--- src/rtl/core/spq_pkg.sv ---
// Shared types and constants of the sorted priority queue.
`timescale 1ns / 1ps

package spq_pkg;

  localparam int unsigned VALUE_W     = 32;
  localparam int unsigned IN_PRIO_W   = 8;
  localparam int unsigned OCCUPANCY_W = 5;

  typedef enum logic {
    OP_INSERT = 1'b0,
    OP_POP    = 1'b1
  } op_e;

  typedef struct packed {
    logic en;
    op_e  op;
  } cell_ctl_t;

endpackage

--- src/rtl/core/spq_if.sv ---
// Valid/ready channel interfaces for the queue command and result beats.
`timescale 1ns / 1ps

interface spq_in_if;
  logic                                 valid;
  logic                                 ready;
  spq_pkg::op_e                         op;
  logic signed [spq_pkg::VALUE_W-1:0]   item_value;
  logic        [spq_pkg::IN_PRIO_W-1:0] item_priority;

  modport source (output valid, op, item_value, item_priority, input ready);
  modport sink   (input valid, op, item_value, item_priority, output ready);
endinterface

interface spq_out_if;
  logic                                   valid;
  logic                                   ready;
  logic signed [spq_pkg::VALUE_W-1:0]     popped_value;
  logic                                   popped_valid;
  logic                                   overflow_error;
  logic                                   underflow_error;
  logic        [spq_pkg::OCCUPANCY_W-1:0] occupancy;

  modport source (output valid, popped_value, popped_valid, overflow_error,
                  underflow_error, occupancy, input ready);
  modport sink   (input valid, popped_value, popped_valid, overflow_error,
                  underflow_error, occupancy, output ready);
endinterface

--- src/rtl/core/spq_cell.sv ---
// One storage cell of the sorted chain: holds an entry, shifts left or right.
`timescale 1ns / 1ps

module spq_cell #(
  parameter int unsigned PRIO_W = 8
) (
  input  logic                               clk_i,
  input  spq_pkg::cell_ctl_t                 ctl_i,
  input  logic                               occ_i,
  input  logic signed [spq_pkg::VALUE_W-1:0] ins_value_i,
  input  logic        [PRIO_W-1:0]           ins_prio_i,
  input  logic                               left_keep_i,
  input  logic signed [spq_pkg::VALUE_W-1:0] left_value_i,
  input  logic        [PRIO_W-1:0]           left_prio_i,
  input  logic signed [spq_pkg::VALUE_W-1:0] right_value_i,
  input  logic        [PRIO_W-1:0]           right_prio_i,
  output logic                               keep_o,
  output logic signed [spq_pkg::VALUE_W-1:0] value_o,
  output logic        [PRIO_W-1:0]           prio_o
);
  import spq_pkg::*;

  logic signed [VALUE_W-1:0] value_q, value_d;
  logic        [PRIO_W-1:0]  prio_q, prio_d;

  assign keep_o  = occ_i && (prio_q <= ins_prio_i);
  assign value_o = value_q;
  assign prio_o  = prio_q;

  always_comb begin
    value_d = value_q;
    prio_d  = prio_q;
    if (ctl_i.en) begin
      if (ctl_i.op == OP_POP) begin
        value_d = right_value_i;
        prio_d  = right_prio_i;
      end else if (!keep_o) begin
        if (left_keep_i) begin
          value_d = ins_value_i;
          prio_d  = ins_prio_i;
        end else begin
          value_d = left_value_i;
          prio_d  = left_prio_i;
        end
      end
    end
  end

  always_ff @(posedge clk_i) begin
    value_q <= value_d;
    prio_q  <= prio_d;
  end

endmodule

--- src/rtl/core/sorted_priority_queue.sv ---
// Top level of the sorted priority queue built from a chain of cells.
//
// Usage:
//   in_i carries command beats: op selects insert or pop, item_value and
//   item_priority give the entry for an insert. out_o returns one result
//   beat per command: the popped data word and its flag, the overflow and
//   underflow flags, and the occupancy after the command.
//   Entries leave in ascending priority number, equal priorities in arrival
//   order. An insert into a full queue is dropped; a pop of an empty queue
//   changes nothing.
//   The result beat is registered and appears in the cycle after its command
//   beat is taken. Throughput: one command per cycle while out_o.ready takes
//   each result beat. Every cell of the chain compares its priority with the
//   new one in parallel and shifts in the same cycle. A full result register
//   that is not taken holds in_i.ready low until out_o.ready takes it; the
//   command is never lost. Reset empties the queue and the result register;
//   stored words need no clearing since only occupied cells are ever read.
`timescale 1ns / 1ps

module sorted_priority_queue #(
  parameter int unsigned CAPACITY      = 16,
  parameter int unsigned PRIORITY_BITS = 8
) (
  input  logic      clk_i,
  input  logic      rst_ni,
  spq_in_if.sink    in_i,
  spq_out_if.source out_o
);
  import spq_pkg::*;

  localparam int unsigned CNT_W = $clog2(CAPACITY + 1);

  logic [CNT_W-1:0]          count_q, count_d;
  logic                      out_valid_q;
  logic signed [VALUE_W-1:0] popped_value_q, popped_value_d;
  logic                      popped_valid_q, popped_valid_d;
  logic                      overflow_q, overflow_d;
  logic                      underflow_q, underflow_d;

  logic                      accept;
  logic                      full;
  logic                      empty;
  logic [PRIORITY_BITS-1:0]  ins_prio;
  cell_ctl_t                 ctl;

  logic                      keep      [CAPACITY];
  logic signed [VALUE_W-1:0] cell_value[CAPACITY];
  logic [PRIORITY_BITS-1:0]  cell_prio [CAPACITY];

  assign in_i.ready = !out_valid_q || out_o.ready;
  assign accept     = in_i.valid && in_i.ready;
  assign full       = (count_q == CNT_W'(CAPACITY));
  assign empty      = (count_q == '0);
  assign ins_prio   = PRIORITY_BITS'(in_i.item_priority);

  assign ctl.op = in_i.op;
  assign ctl.en = accept && ((in_i.op == OP_INSERT) ? !full : !empty);

  for (genvar i = 0; i < CAPACITY; i++) begin : g_cell
    logic                      left_keep;
    logic signed [VALUE_W-1:0] left_value;
    logic [PRIORITY_BITS-1:0]  left_prio;
    logic signed [VALUE_W-1:0] right_value;
    logic [PRIORITY_BITS-1:0]  right_prio;

    if (i == 0) begin : g_head
      assign left_keep  = 1'b1;
      assign left_value = in_i.item_value;
      assign left_prio  = ins_prio;
    end else begin : g_mid
      assign left_keep  = keep[i-1];
      assign left_value = cell_value[i-1];
      assign left_prio  = cell_prio[i-1];
    end

    if (i == CAPACITY - 1) begin : g_tail
      assign right_value = cell_value[i];
      assign right_prio  = cell_prio[i];
    end else begin : g_inner
      assign right_value = cell_value[i+1];
      assign right_prio  = cell_prio[i+1];
    end

    spq_cell #(
      .PRIO_W (PRIORITY_BITS)
    ) u_cell (
      .clk_i         (clk_i),
      .ctl_i         (ctl),
      .occ_i         (CNT_W'(i) < count_q),
      .ins_value_i   (in_i.item_value),
      .ins_prio_i    (ins_prio),
      .left_keep_i   (left_keep),
      .left_value_i  (left_value),
      .left_prio_i   (left_prio),
      .right_value_i (right_value),
      .right_prio_i  (right_prio),
      .keep_o        (keep[i]),
      .value_o       (cell_value[i]),
      .prio_o        (cell_prio[i])
    );
  end

  always_comb begin
    count_d        = count_q;
    popped_value_d = '0;
    popped_valid_d = 1'b0;
    overflow_d     = 1'b0;
    underflow_d    = 1'b0;
    if (in_i.op == OP_INSERT) begin
      if (full) begin
        overflow_d = 1'b1;
      end else begin
        count_d = count_q + CNT_W'(1);
      end
    end else begin
      if (empty) begin
        underflow_d = 1'b1;
      end else begin
        count_d        = count_q - CNT_W'(1);
        popped_value_d = cell_value[0];
        popped_valid_d = 1'b1;
      end
    end
  end

  always_ff @(posedge clk_i or negedge rst_ni) begin
    if (!rst_ni) begin
      count_q     <= '0;
      out_valid_q <= 1'b0;
    end else begin
      if (accept) begin
        count_q     <= count_d;
        out_valid_q <= 1'b1;
      end else if (out_o.ready) begin
        out_valid_q <= 1'b0;
      end
    end
  end

  always_ff @(posedge clk_i) begin
    if (accept) begin
      popped_value_q <= popped_value_d;
      popped_valid_q <= popped_valid_d;
      overflow_q     <= overflow_d;
      underflow_q    <= underflow_d;
    end
  end

  assign out_o.valid           = out_valid_q;
  assign out_o.popped_value    = popped_value_q;
  assign out_o.popped_valid    = popped_valid_q;
  assign out_o.overflow_error  = overflow_q;
  assign out_o.underflow_error = underflow_q;
  assign out_o.occupancy       = OCCUPANCY_W'(count_q);

  a_count_bound: assert property (@(posedge clk_i) disable iff (!rst_ni)
    count_q <= CNT_W'(CAPACITY))
    else $error("occupancy above capacity");

  a_pop_result: assert property (@(posedge clk_i) disable iff (!rst_ni)
    accept && in_i.op == OP_POP && !empty |=>
      out_valid_q && popped_valid_q && count_q == $past(count_q) - CNT_W'(1))
    else $error("pop of a stored entry gave no popped word");

  a_overflow_hold: assert property (@(posedge clk_i) disable iff (!rst_ni)
    accept && in_i.op == OP_INSERT && full |=> overflow_q && $stable(count_q))
    else $error("insert into full queue changed the store");

  a_flags_exclusive: assert property (@(posedge clk_i) disable iff (!rst_ni)
    out_valid_q |-> $countones({popped_valid_q, overflow_q, underflow_q}) <= 1)
    else $error("conflicting result flags");

endmodule
--- src/flat_wrapper.sv ---
// flat-port wrapper written by rule: the top's interface ports become plain ports
module sorted_priority_queue_flat import spq_pkg::*;
#(
  parameter int unsigned CAPACITY      = 16,
  parameter int unsigned PRIORITY_BITS = 8
)
  (clk_i, rst_ni, in_i_valid, in_i_op, in_i_item_value, in_i_item_priority, in_i_ready, out_o_valid, out_o_popped_value, out_o_popped_valid, out_o_overflow_error, out_o_underflow_error, out_o_occupancy, out_o_ready);
  spq_in_if in_i_i ();
  spq_out_if out_o_i ();
  input  logic clk_i;
  input  logic rst_ni;
  input wire logic [$bits(in_i_i.valid)-1:0] in_i_valid;
  input wire logic [$bits(in_i_i.op)-1:0] in_i_op;
  input wire logic [$bits(in_i_i.item_value)-1:0] in_i_item_value;
  input wire logic [$bits(in_i_i.item_priority)-1:0] in_i_item_priority;
  output wire logic [$bits(in_i_i.ready)-1:0] in_i_ready;
  output wire logic [$bits(out_o_i.valid)-1:0] out_o_valid;
  output wire logic [$bits(out_o_i.popped_value)-1:0] out_o_popped_value;
  output wire logic [$bits(out_o_i.popped_valid)-1:0] out_o_popped_valid;
  output wire logic [$bits(out_o_i.overflow_error)-1:0] out_o_overflow_error;
  output wire logic [$bits(out_o_i.underflow_error)-1:0] out_o_underflow_error;
  output wire logic [$bits(out_o_i.occupancy)-1:0] out_o_occupancy;
  input wire logic [$bits(out_o_i.ready)-1:0] out_o_ready;
  assign in_i_i.valid = in_i_valid;
  assign in_i_i.op = in_i_op;
  assign in_i_i.item_value = in_i_item_value;
  assign in_i_i.item_priority = in_i_item_priority;
  assign in_i_ready = in_i_i.ready;
  assign out_o_valid = out_o_i.valid;
  assign out_o_popped_value = out_o_i.popped_value;
  assign out_o_popped_valid = out_o_i.popped_valid;
  assign out_o_overflow_error = out_o_i.overflow_error;
  assign out_o_underflow_error = out_o_i.underflow_error;
  assign out_o_occupancy = out_o_i.occupancy;
  assign out_o_i.ready = out_o_ready;
  sorted_priority_queue #(.CAPACITY(CAPACITY), .PRIORITY_BITS(PRIORITY_BITS)) u_core (.clk_i(clk_i), .rst_ni(rst_ni), .in_i(in_i_i), .out_o(out_o_i));
endmodule
--- config.mk ---
export PLATFORM = sky130hd
export DESIGN_NAME = sorted_priority_queue_flat
export DESIGN_NICKNAME = d
export VERILOG_FILES = /design/src/rtl/core/spq_pkg.sv /design/src/rtl/core/spq_if.sv /design/src/rtl/core/spq_cell.sv /design/src/rtl/core/sorted_priority_queue.sv /design/src/flat_wrapper.sv
export SDC_FILE = /design/constraint.sdc
export NUM_CORES = 1
export LEC_CHECK = 0
export BUFFER_PORTS_ARGS = -buffer_cell sky130_fd_sc_hd__buf_4
export CAP_MARGIN = 20
export CORE_MARGIN = 2
export CORE_UTILIZATION = 23
export CTS_BUF_LIST = sky130_fd_sc_hd__clkbuf_8
export DETAILED_ROUTE_END_ITERATION = 10
export PLACE_DENSITY_LB_ADDON = 0.1
export SLEW_MARGIN = 10
export SYNTH_ARGS = -nofsm -noshare
export SYNTH_HDL_FRONTEND = slang
export SYNTH_SLANG_ARGS = --single-unit
--- constraint.sdc ---
create_clock -name clk_i -period 3.3 [get_ports clk_i]
set_input_delay 0.495 -clock clk_i [delete_from_list [all_inputs] [get_ports clk_i]]
set_output_delay 0.495 -clock clk_i [all_outputs]
set_load 0.05 [all_outputs]
==> results.md, run 1 <==
- Half-perimeter wire length of the detailed placement result: 110 mm
- Root buf cell: sky130_fd_sc_hd__clkbuf_8
- Part of the total power dissipated in the clock network: 23.2%
- Setup repair after global routing missed its margin: no
- Seq pwr share: 37.4%
- Wire length after detailed routing: 157 mm
- Async set-reset flop share out of synthesis: 0.881%
- Syn. warnings: 0
- Share of total power in combinational logic: 39.5%
- Total clock sinks: 681
- Flip-flop and latch area: 20400 µm²
- Area grow syn2layout: 15.8%
- Ratio of total power to cell area: 720 nW/µm²
- Number of instances in the synthesized netlist: 4115
- Worst-case setup margin in the final layout: 571 ps
- Total number of vias: 34300
- WL per Instance: 23.9 µm
- Register clock-pin slew on the reported worst setup and hold paths: 60 ps
- Max Buffers Root-to-Sink: 3
- Max FO, Critical Path: 43
- Pin count of the biggest net entering global routing: 97
- Worst path arrival time: 3330 ps
- Die width: 435 µm
- Core area: 185000 µm²
- Via count of the first global-routing pass: 35400
- Fraction of layout instances using a drive strength above 1: 13.2%
- Final hold violation count: 0
- Peak ir drop on the vdd network: 407 µV
- Sort of element at the end of the critical path: flip-flop
- Effective utilization at floorplan: 23.1%
- Number of buffers inserted by port buffering: 86
- Worst hold path class: in -> reg
- Post-synthesis cell area: 42700 µm²
- H-tree depth: 4
- Total of endpoints with negative setup slack in the final report: 0
- Die Area: 189000 µm²
- Switching part of the total power: 41.9%
- NumNets Final: 4167
- Post-synth EDFFs: 675
- Global route overflow: 0
- Status: complete, no violations
- Final sum of negative setup slack: 0 ps
- Post-CTS setup buffers: 0
- Number of max-cap violations: 0
- Antenna violations before repair: 3
- Net Sw Power: 0.0149 W
- Count of state elements after synthesis: 681
- Mean post-synth cell area: 10.4 µm²
- Multi-input gate area in the final layout: 20500 µm²
- Clock Skew: 25.1 ps
- Cell area reported after detailed placement: 47000 µm²
- Pre-CTS worst setup slack: 105 ps
- Highest attainable clock frequency: 366 MHz
- Synthesized netlist net count: 4292
- Global-route wire length before repair: 243 mm
- Finished Layout Cells: 6560
- Worst-case headroom to the max-slew limit: 39.8%
- Sequential share of the synthesized area: 47.8%
- Critical path class: reg -> reg
- Distinct cell type count of the synthesized netlist: 47
- Insertion delay of the later-clocked pin in the worst-skew pair: 850 ps
- Leakage Power: 15.8 nW
- First-pass iteration count of the detailed router: 5
- Final number of max-transition violations: 0
- Period utilisation layout: 82.7%
- Final Hold Slack: 178 ps
- Final weighted congestion of routability-driven global placement: 0.746
- Sort of element at the start of the critical path: flip-flop
- Global-route usage over all layers: 16.2%
- Commonest register cell after synthesis: sky130_fd_sc_hd__edfxtp_1
- Detail-routed via count per cell: 5.23
- Starting DRT DRC Count: 2791
- Most frequent cells in the layout: sky130_fd_sc_hd__edfxtp_1, sky130_fd_sc_hd__a21oi_1, sky130_fd_sc_hd__nor2b_1
- Number of placed cells counting well taps: 6323
- Clock period minus final worst setup slack: 2730 ps
- Worst EP required: 3900 ps
- TritonCTS Buffers: 140
- Number of nets with antenna violations after detailed routing: 0
- Final design instance area without fill: 49400 µm²
- Internal power: 0.0207 W
- Die outline height: 435 µm
- Fill cell instance count of the final layout: 19500
- Transition time of the tightest slew-check pin: 903 ps
- Ports: 87
- Leading cell type in the layout, fill and taps excluded: sky130_fd_sc_hd__edfxtp_1
- CTS tree: done
- Number of standard-cell rows in the floorplan: 158
- Remaining routing DRC violations: 0
[cells by family (layout without fill, tap and decap cells)]
kind of cell	Yosys count	count (layout)	synth area share, %
AO/OA/AOI/OAI	1887	1887	31.1
AND/OR/NAND/NOR	808	808	11.0
flip-flops	681	681	47.8
buffers and inverters	568	530	5.22
adder cells (fa/ha/maj)	132	132	3.87
multiplexers	34	34	0.894
XOR/XNOR	5	5	0.103
other	0	3	0
[critical path, cell delays in order (launching register included)]
cell and delay [ps]:
sky130_fd_sc_hd__dfrtp_1 530, sky130_fd_sc_hd__buf_4 250, sky130_fd_sc_hd__nor2_4 180, sky130_fd_sc_hd__buf_4 450, sky130_fd_sc_hd__nand2_1 270, sky130_fd_sc_hd__buf_4 370
sky130_fd_sc_hd__a41oi_1 300, sky130_fd_sc_hd__a21oi_1 90
[area by class of cell]
cell class                 instances  share of cell area, %
clock buffer                     149                   4.15
tap                             2480                   6.28
multi-input combinational       2866                   41.4
timing repair buffer             272                   5.93
inverter                          29                  0.220
sequential                       681                   41.3
antenna                            3                 0.0152
clock inverter                    80                  0.676
[cells in the mapped netlist, types with 10 or more instances]
master | number | area share (%)
sky130_fd_sc_hd__edfxtp_1 | 675 | 47
sky130_fd_sc_hd__a21oi_1 | 598 | 7.0
sky130_fd_sc_hd__nor2b_1 | 577 | 8.5
sky130_fd_sc_hd__a41oi_1 | 560 | 11
sky130_fd_sc_hd__o31ai_1 | 560 | 9.8
sky130_fd_sc_hd__clkbuf_1 | 472 | 4.2
sky130_fd_sc_hd__ha_1 | 132 | 3.9
sky130_fd_sc_hd__nand2_1 | 116 | 1.0
sky130_fd_sc_hd__buf_2 | 48 | 0.56
sky130_fd_sc_hd__and2_1 | 35 | 0.51
sky130_fd_sc_hd__mux2_2 | 33 | 0.87
sky130_fd_sc_hd__o22ai_1 | 33 | 0.48
sky130_fd_sc_hd__nand4_1 | 32 | 0.47
sky130_fd_sc_hd__inv_1 | 27 | 0.24
sky130_fd_sc_hd__o21ai_0 | 25 | 0.29
sky130_fd_sc_hd__nor2_1 | 19 | 0.17
sky130_fd_sc_hd__o21ai_1 | 16 | 0.19
sky130_fd_sc_hd__a211oi_1 | 15 | 0.26
sky130_fd_sc_hd__nand3_1 | 15 | 0.18
sky130_fd_sc_hd__o211ai_1 | 15 | 0.26
sky130_fd_sc_hd__o21a_1 | 15 | 0.26
sky130_fd_sc_hd__a211o_1 | 14 | 0.29
sky130_fd_sc_hd__a22oi_1 | 14 | 0.25
sky130_fd_sc_hd__buf_4 | 10 | 0.18
[registers in the layout, summed over array words and instances (netlist names)]
signal                        flops
u_core.out_o.underflow_error      1
u_core.out_o.valid                1
u_core.out_o.popped_valid         1
u_core.out_o.occupancy            5
u_core.out_o.overflow_error       1
u_core.g_cell.u_cell.value_o    512
u_core.out_o.popped_value        32
u_core.g_cell.u_cell.prio_o     128
[final timing paths]
kind / endpoint / depth (start not counted) / slack, ps / start
min in group asynchronous: u_core.out_o.valid / 3 / 660 / rst_ni
max in group asynchronous: u_core.out_o.occupancy[2] / 3 / 2380 / rst_ni
min reg2reg: u_core.out_o.popped_value[11] / 1 / 560 / u_core.g_cell[0].u_cell.value_o[11]
max reg2reg: u_core.g_cell[3].u_cell.value_o[15] / 7 / 570 / u_core.out_o.occupancy[2]
min: u_core.g_cell[15].u_cell.value_o[10] / 3 / 180 / in_i_item_value[10]
max: u_core.g_cell[3].u_cell.value_o[15] / 7 / 570 / u_core.out_o.occupancy[2]
[repair_timing]
item                      4_1_cts  5_1_grt
resized for setup               0        0
hold buffers                    4        0
hold endpoints to repair        8        0
[per-layer routing]
metal	wire length [µm]	GRT usage, %	vias to the layer above
li1	-	-	16300
met4	1980	3.07	0
met1	83800	25.4	17000
met3	6440	2.46	157
met5	0	0	-
met2	64800	23.1	801
[metrics by stage]
step,utilization (%),total power (W)
floorplan,-,0.0222
global placement,25.4,0.0275
detailed placement,25.4,0.0276
CTS,26.7,0.0361
global route,26.7,0.0379
finish,26.7,0.0356
[power groups by stage]
| stage | Sequential, W | Clock, W | Combinational [W] |
|---|---|---|---|
| after detailed placement | 0.0134 | 0 | 0.0141 |
| after global placement | 0.0135 | 0 | 0.0140 |
| after CTS | 0.0133 | 0.00863 | 0.0142 |
| after floorplan | 0.0130 | 0 | 0.00915 |
| after global routing | 0.0135 | 0.00894 | 0.0155 |
| final | 0.0133 | 0.00824 | 0.0141 |
Power figures use the tool's default switching activity.
==> run 2: changes to the inputs <==
--- a/config.mk
+++ b/config.mk
@@ -5,6 +5,7 @@
 export SDC_FILE = /design/constraint.sdc
 export NUM_CORES = 1
 export LEC_CHECK = 0
+export ABC_AREA = 1
 export BUFFER_PORTS_ARGS = -buffer_cell sky130_fd_sc_hd__buf_4
 export CAP_MARGIN = 20
 export CORE_MARGIN = 2
==> constraint.sdc (replaced) <==
create_clock -name clk_i -period 2.8 [get_ports clk_i]
set_input_delay 0.42 -clock clk_i [delete_from_list [all_inputs] [get_ports clk_i]]
set_output_delay 0.42 -clock clk_i [all_outputs]
set_load 0.05 [all_outputs]
==> run 2 against run 1 <==
  * Synthesized cell count rose by 26%
  * Clock skew rose by 19 ps
  * Wire length fell by 18%
  * Largest power group is now registers
==> results.md, run 2 <==
- Effective utilization at floorplan: 23.2%
- Worst EP required: 3390 ps
- Starting DRT DRC Count: 2012
- Pin count of the biggest net entering global routing: 216
- NumNets Final: 5370
- Part of the total power dissipated in the clock network: 25.9%
- Remaining routing DRC violations: 0
- Mean post-synth cell area: 7.76 µm²
- Critical path class: reg -> reg
- WL per Instance: 16.8 µm
- Commonest register cell after synthesis: sky130_fd_sc_hd__edfxtp_1
- Die width: 422 µm
- Post-synth EDFFs: 675
- First-pass iteration count of the detailed router: 5
- Final weighted congestion of routability-driven global placement: 0.734
- Leading cell type in the layout, fill and taps excluded: sky130_fd_sc_hd__nand2_1
- Peak ir drop on the vdd network: 550 µV
- Internal power: 0.0230 W
- Worst-case headroom to the max-slew limit: 15.8%
- Total number of vias: 31900
- Slowest CP cell: sky130_fd_sc_hd__dfrtp_1
- Number of instances in the synthesized netlist: 5186
- Wire length after detailed routing: 128 mm
- Fraction of layout instances using a drive strength above 1: 8.45%
- Via count of the first global-routing pass: 32900
- Total of endpoints with negative setup slack in the final report: 0
- Register clock-pin slew on the reported worst setup and hold paths: 70 ps
- Synthesized netlist net count: 5363
- Async set-reset flop share out of synthesis: 0.881%
- Transition time of the tightest slew-check pin: 1260 ps
- CTS tree: done
- TritonCTS Buffers: 145
- Distinct cell type count of the synthesized netlist: 30
- Global-route usage over all layers: 14.3%
- Number of buffers inserted by port buffering: 86
- Number of flip-flops in the largest register: 512
- Post-synthesis cell area: 40300 µm²
- Net Sw Power: 0.0151 W
- Worst path arrival time: 3040 ps
- Sequential share of the synthesized area: 50.7%
- Resized Gates After CTS: 0
- Total clock sinks: 681
- Syn. warnings: 0
- Setup repair after global routing missed its margin: no
- Top-count cell post-synth: sky130_fd_sc_hd__nand2_1
- Ports: 87
- Die outline height: 422 µm
- Worst hold path class: in -> reg
- Final number of max-transition violations: 0
- Highest attainable clock frequency: 408 MHz
- Number of placed cells counting well taps: 7365
- Max FO, Critical Path: 41
- Number of nets with antenna violations after detailed routing: 0
- Startpoint of the worst-slack reg-to-reg timing path: u_core.out_o.occupancy[4]
- Proportion of netlist area held by the largest area contributor: 50.4%
- Finished Layout Cells: 7626
- Max Buffers Root-to-Sink: 3
- Series of cell instances along the critical path: inv_2 > nand2_1 > buf_4 > nand2_2 > o21ai_4 > clkinvlp_4 > buf_12
- Ratio of total power to cell area: 808 nW/µm²
- Global route overflow: 0
- Number of max-cap violations: 0
- Sort of element at the end of the critical path: flip-flop
- Seq pwr share: 38.7%
- Status: complete, no violations
- H-tree depth: 4
- Post-CTS setup buffers: 0
- Period utilisation layout: 87.5%
- Root buf cell: sky130_fd_sc_hd__clkbuf_8
- Insertion delay of the later-clocked pin in the worst-skew pair: 880 ps
- Most frequent cells in the layout: sky130_fd_sc_hd__nand2_1, sky130_fd_sc_hd__nand3_1, sky130_fd_sc_hd__inv_1
- Sort of element at the start of the critical path: flip-flop
- Global-route wire length before repair: 203 mm
- Startpoint of the worst setup timing path: u_core.out_o.occupancy[4]
- Share of total power in combinational logic: 35.4%
- Dominant cell type by area after synthesis: sky130_fd_sc_hd__edfxtp_1
- Area grow syn2layout: 17.0%
- Clock period minus final worst setup slack: 2450 ps
- Number of standard-cell rows in the floorplan: 153
- Biggest area contributors in the synthesized netlist: sky130_fd_sc_hd__edfxtp_1, sky130_fd_sc_hd__nand2_1, sky130_fd_sc_hd__nand3_1
- Worst-case setup margin in the final layout: 349 ps
- Startpoint of the tightest hold check path: in_i_op
- Pre-CTS worst setup slack: 61.8 ps
- Switching part of the total power: 39.6%
- Core area: 174000 µm²
- Die Area: 178000 µm²
- Delay contributed by the slowest stage of the critical path: 620 ps
- Hold buffer count at CTS: 6
- Clock Skew: 44.6 ps
- Final hold violation count: 0
- Count of state elements after synthesis: 681
- Leakage Power: 22.0 nW
- Most frequent cells after synthesis: sky130_fd_sc_hd__nand2_1, sky130_fd_sc_hd__nand3_1, sky130_fd_sc_hd__edfxtp_1
- Detail-routed via count per cell: 4.18
- Antenna violations before repair: 1
- Half-perimeter wire length of the detailed placement result: 88.3 mm
## run 2: changes by cell type after synthesis, sizes merged, moves of 159 or more
cell	change
clkbuf	-159
nand3	+1112
inv	+641
nor2b	-577
a21oi	-561
nand2	+1825
a41oi	-560
o31ai	-559
## run 2: routing by layer
layer	wire length [µm]	up-vias	global-route usage, %
met4	2130	0	3.60
met1	65000	14400	20.5
li1	-	16800	-
met3	4800	157	2.18
met2	56300	531	22.4
met5	0	-	0
## run 2: area by class of cell
type | count | area [µm²]
Antenna cell | 1 | 2.50
Clock buffer | 147 | 2020
Clock inverter | 107 | 492
Fill cell | 19200 | 127000
Inverter | 676 | 2610
Multi-Input combinational cell | 3471 | 16200
Sequential cell | 681 | 20400
Tap cell | 2325 | 2910
Timing Repair Buffer | 218 | 2460
## run 2: final timing paths
check,end,slack [ps],cells past startpoint
hold reg to reg,u_core.g_cell[14].u_cell.value_o[7],490,2
setup / recovery,u_core.g_cell[11].u_cell.value_o[17],350,7
max in group asynchronous,u_core.out_o.valid,1850,3
hold / removal,u_core.g_cell[6].u_cell.prio_o[7],120,4
setup reg to reg,u_core.g_cell[11].u_cell.value_o[17],350,7
min in group asynchronous,u_core.out_o.occupancy[3],590,3
## run 2: cells by family (layout without fill, tap and decap cells)
logic type,after synthesis,count (layout),synth area share [%]
fa+ha+maj,132,132,4.10
other cells,0,1,0
compound gates,163,163,2.15
flops,681,681,50.7
buf+inv,1034,1148,9.69
xor+xnor,5,5,0.109
simple gates,3171,3171,33.2
## run 2: critical path, delay by kind of cell, from the launching register on
family | cells | cell delay [ps]
buffers and inverters | 4 | 960
AO/OA/AOI/OAI | 1 | 170
flip-flops | 1 | 620
AND/OR/NAND/NOR | 2 | 390
## run 2: per-stage QoR
stage          util, %  cell area (µm²)  total power (W)  TNS [ps]  hold slack, ps
6_report          27.1            47100           0.0380         0             124
2_1_floorplan        -            40800           0.0238     -63.1             124
3_3_place_gp      25.6            44500           0.0287         0             262
3_5_place_dp      25.6            44500           0.0287         0             265
4_1_cts           27.1            47100           0.0390         0            16.6
5_1_grt           27.1            47100           0.0411         0            70.3
## run 2: power groups by stage
stage	logic (W)	registers (W)	clock network, W
2_1_floorplan	0.00899	0.0148	0
3_3_place_gp	0.0138	0.0149	0
3_5_place_dp	0.0138	0.0149	0
4_1_cts	0.0139	0.0147	0.0104
5_1_grt	0.0154	0.0149	0.0107
6_report	0.0135	0.0147	0.00984
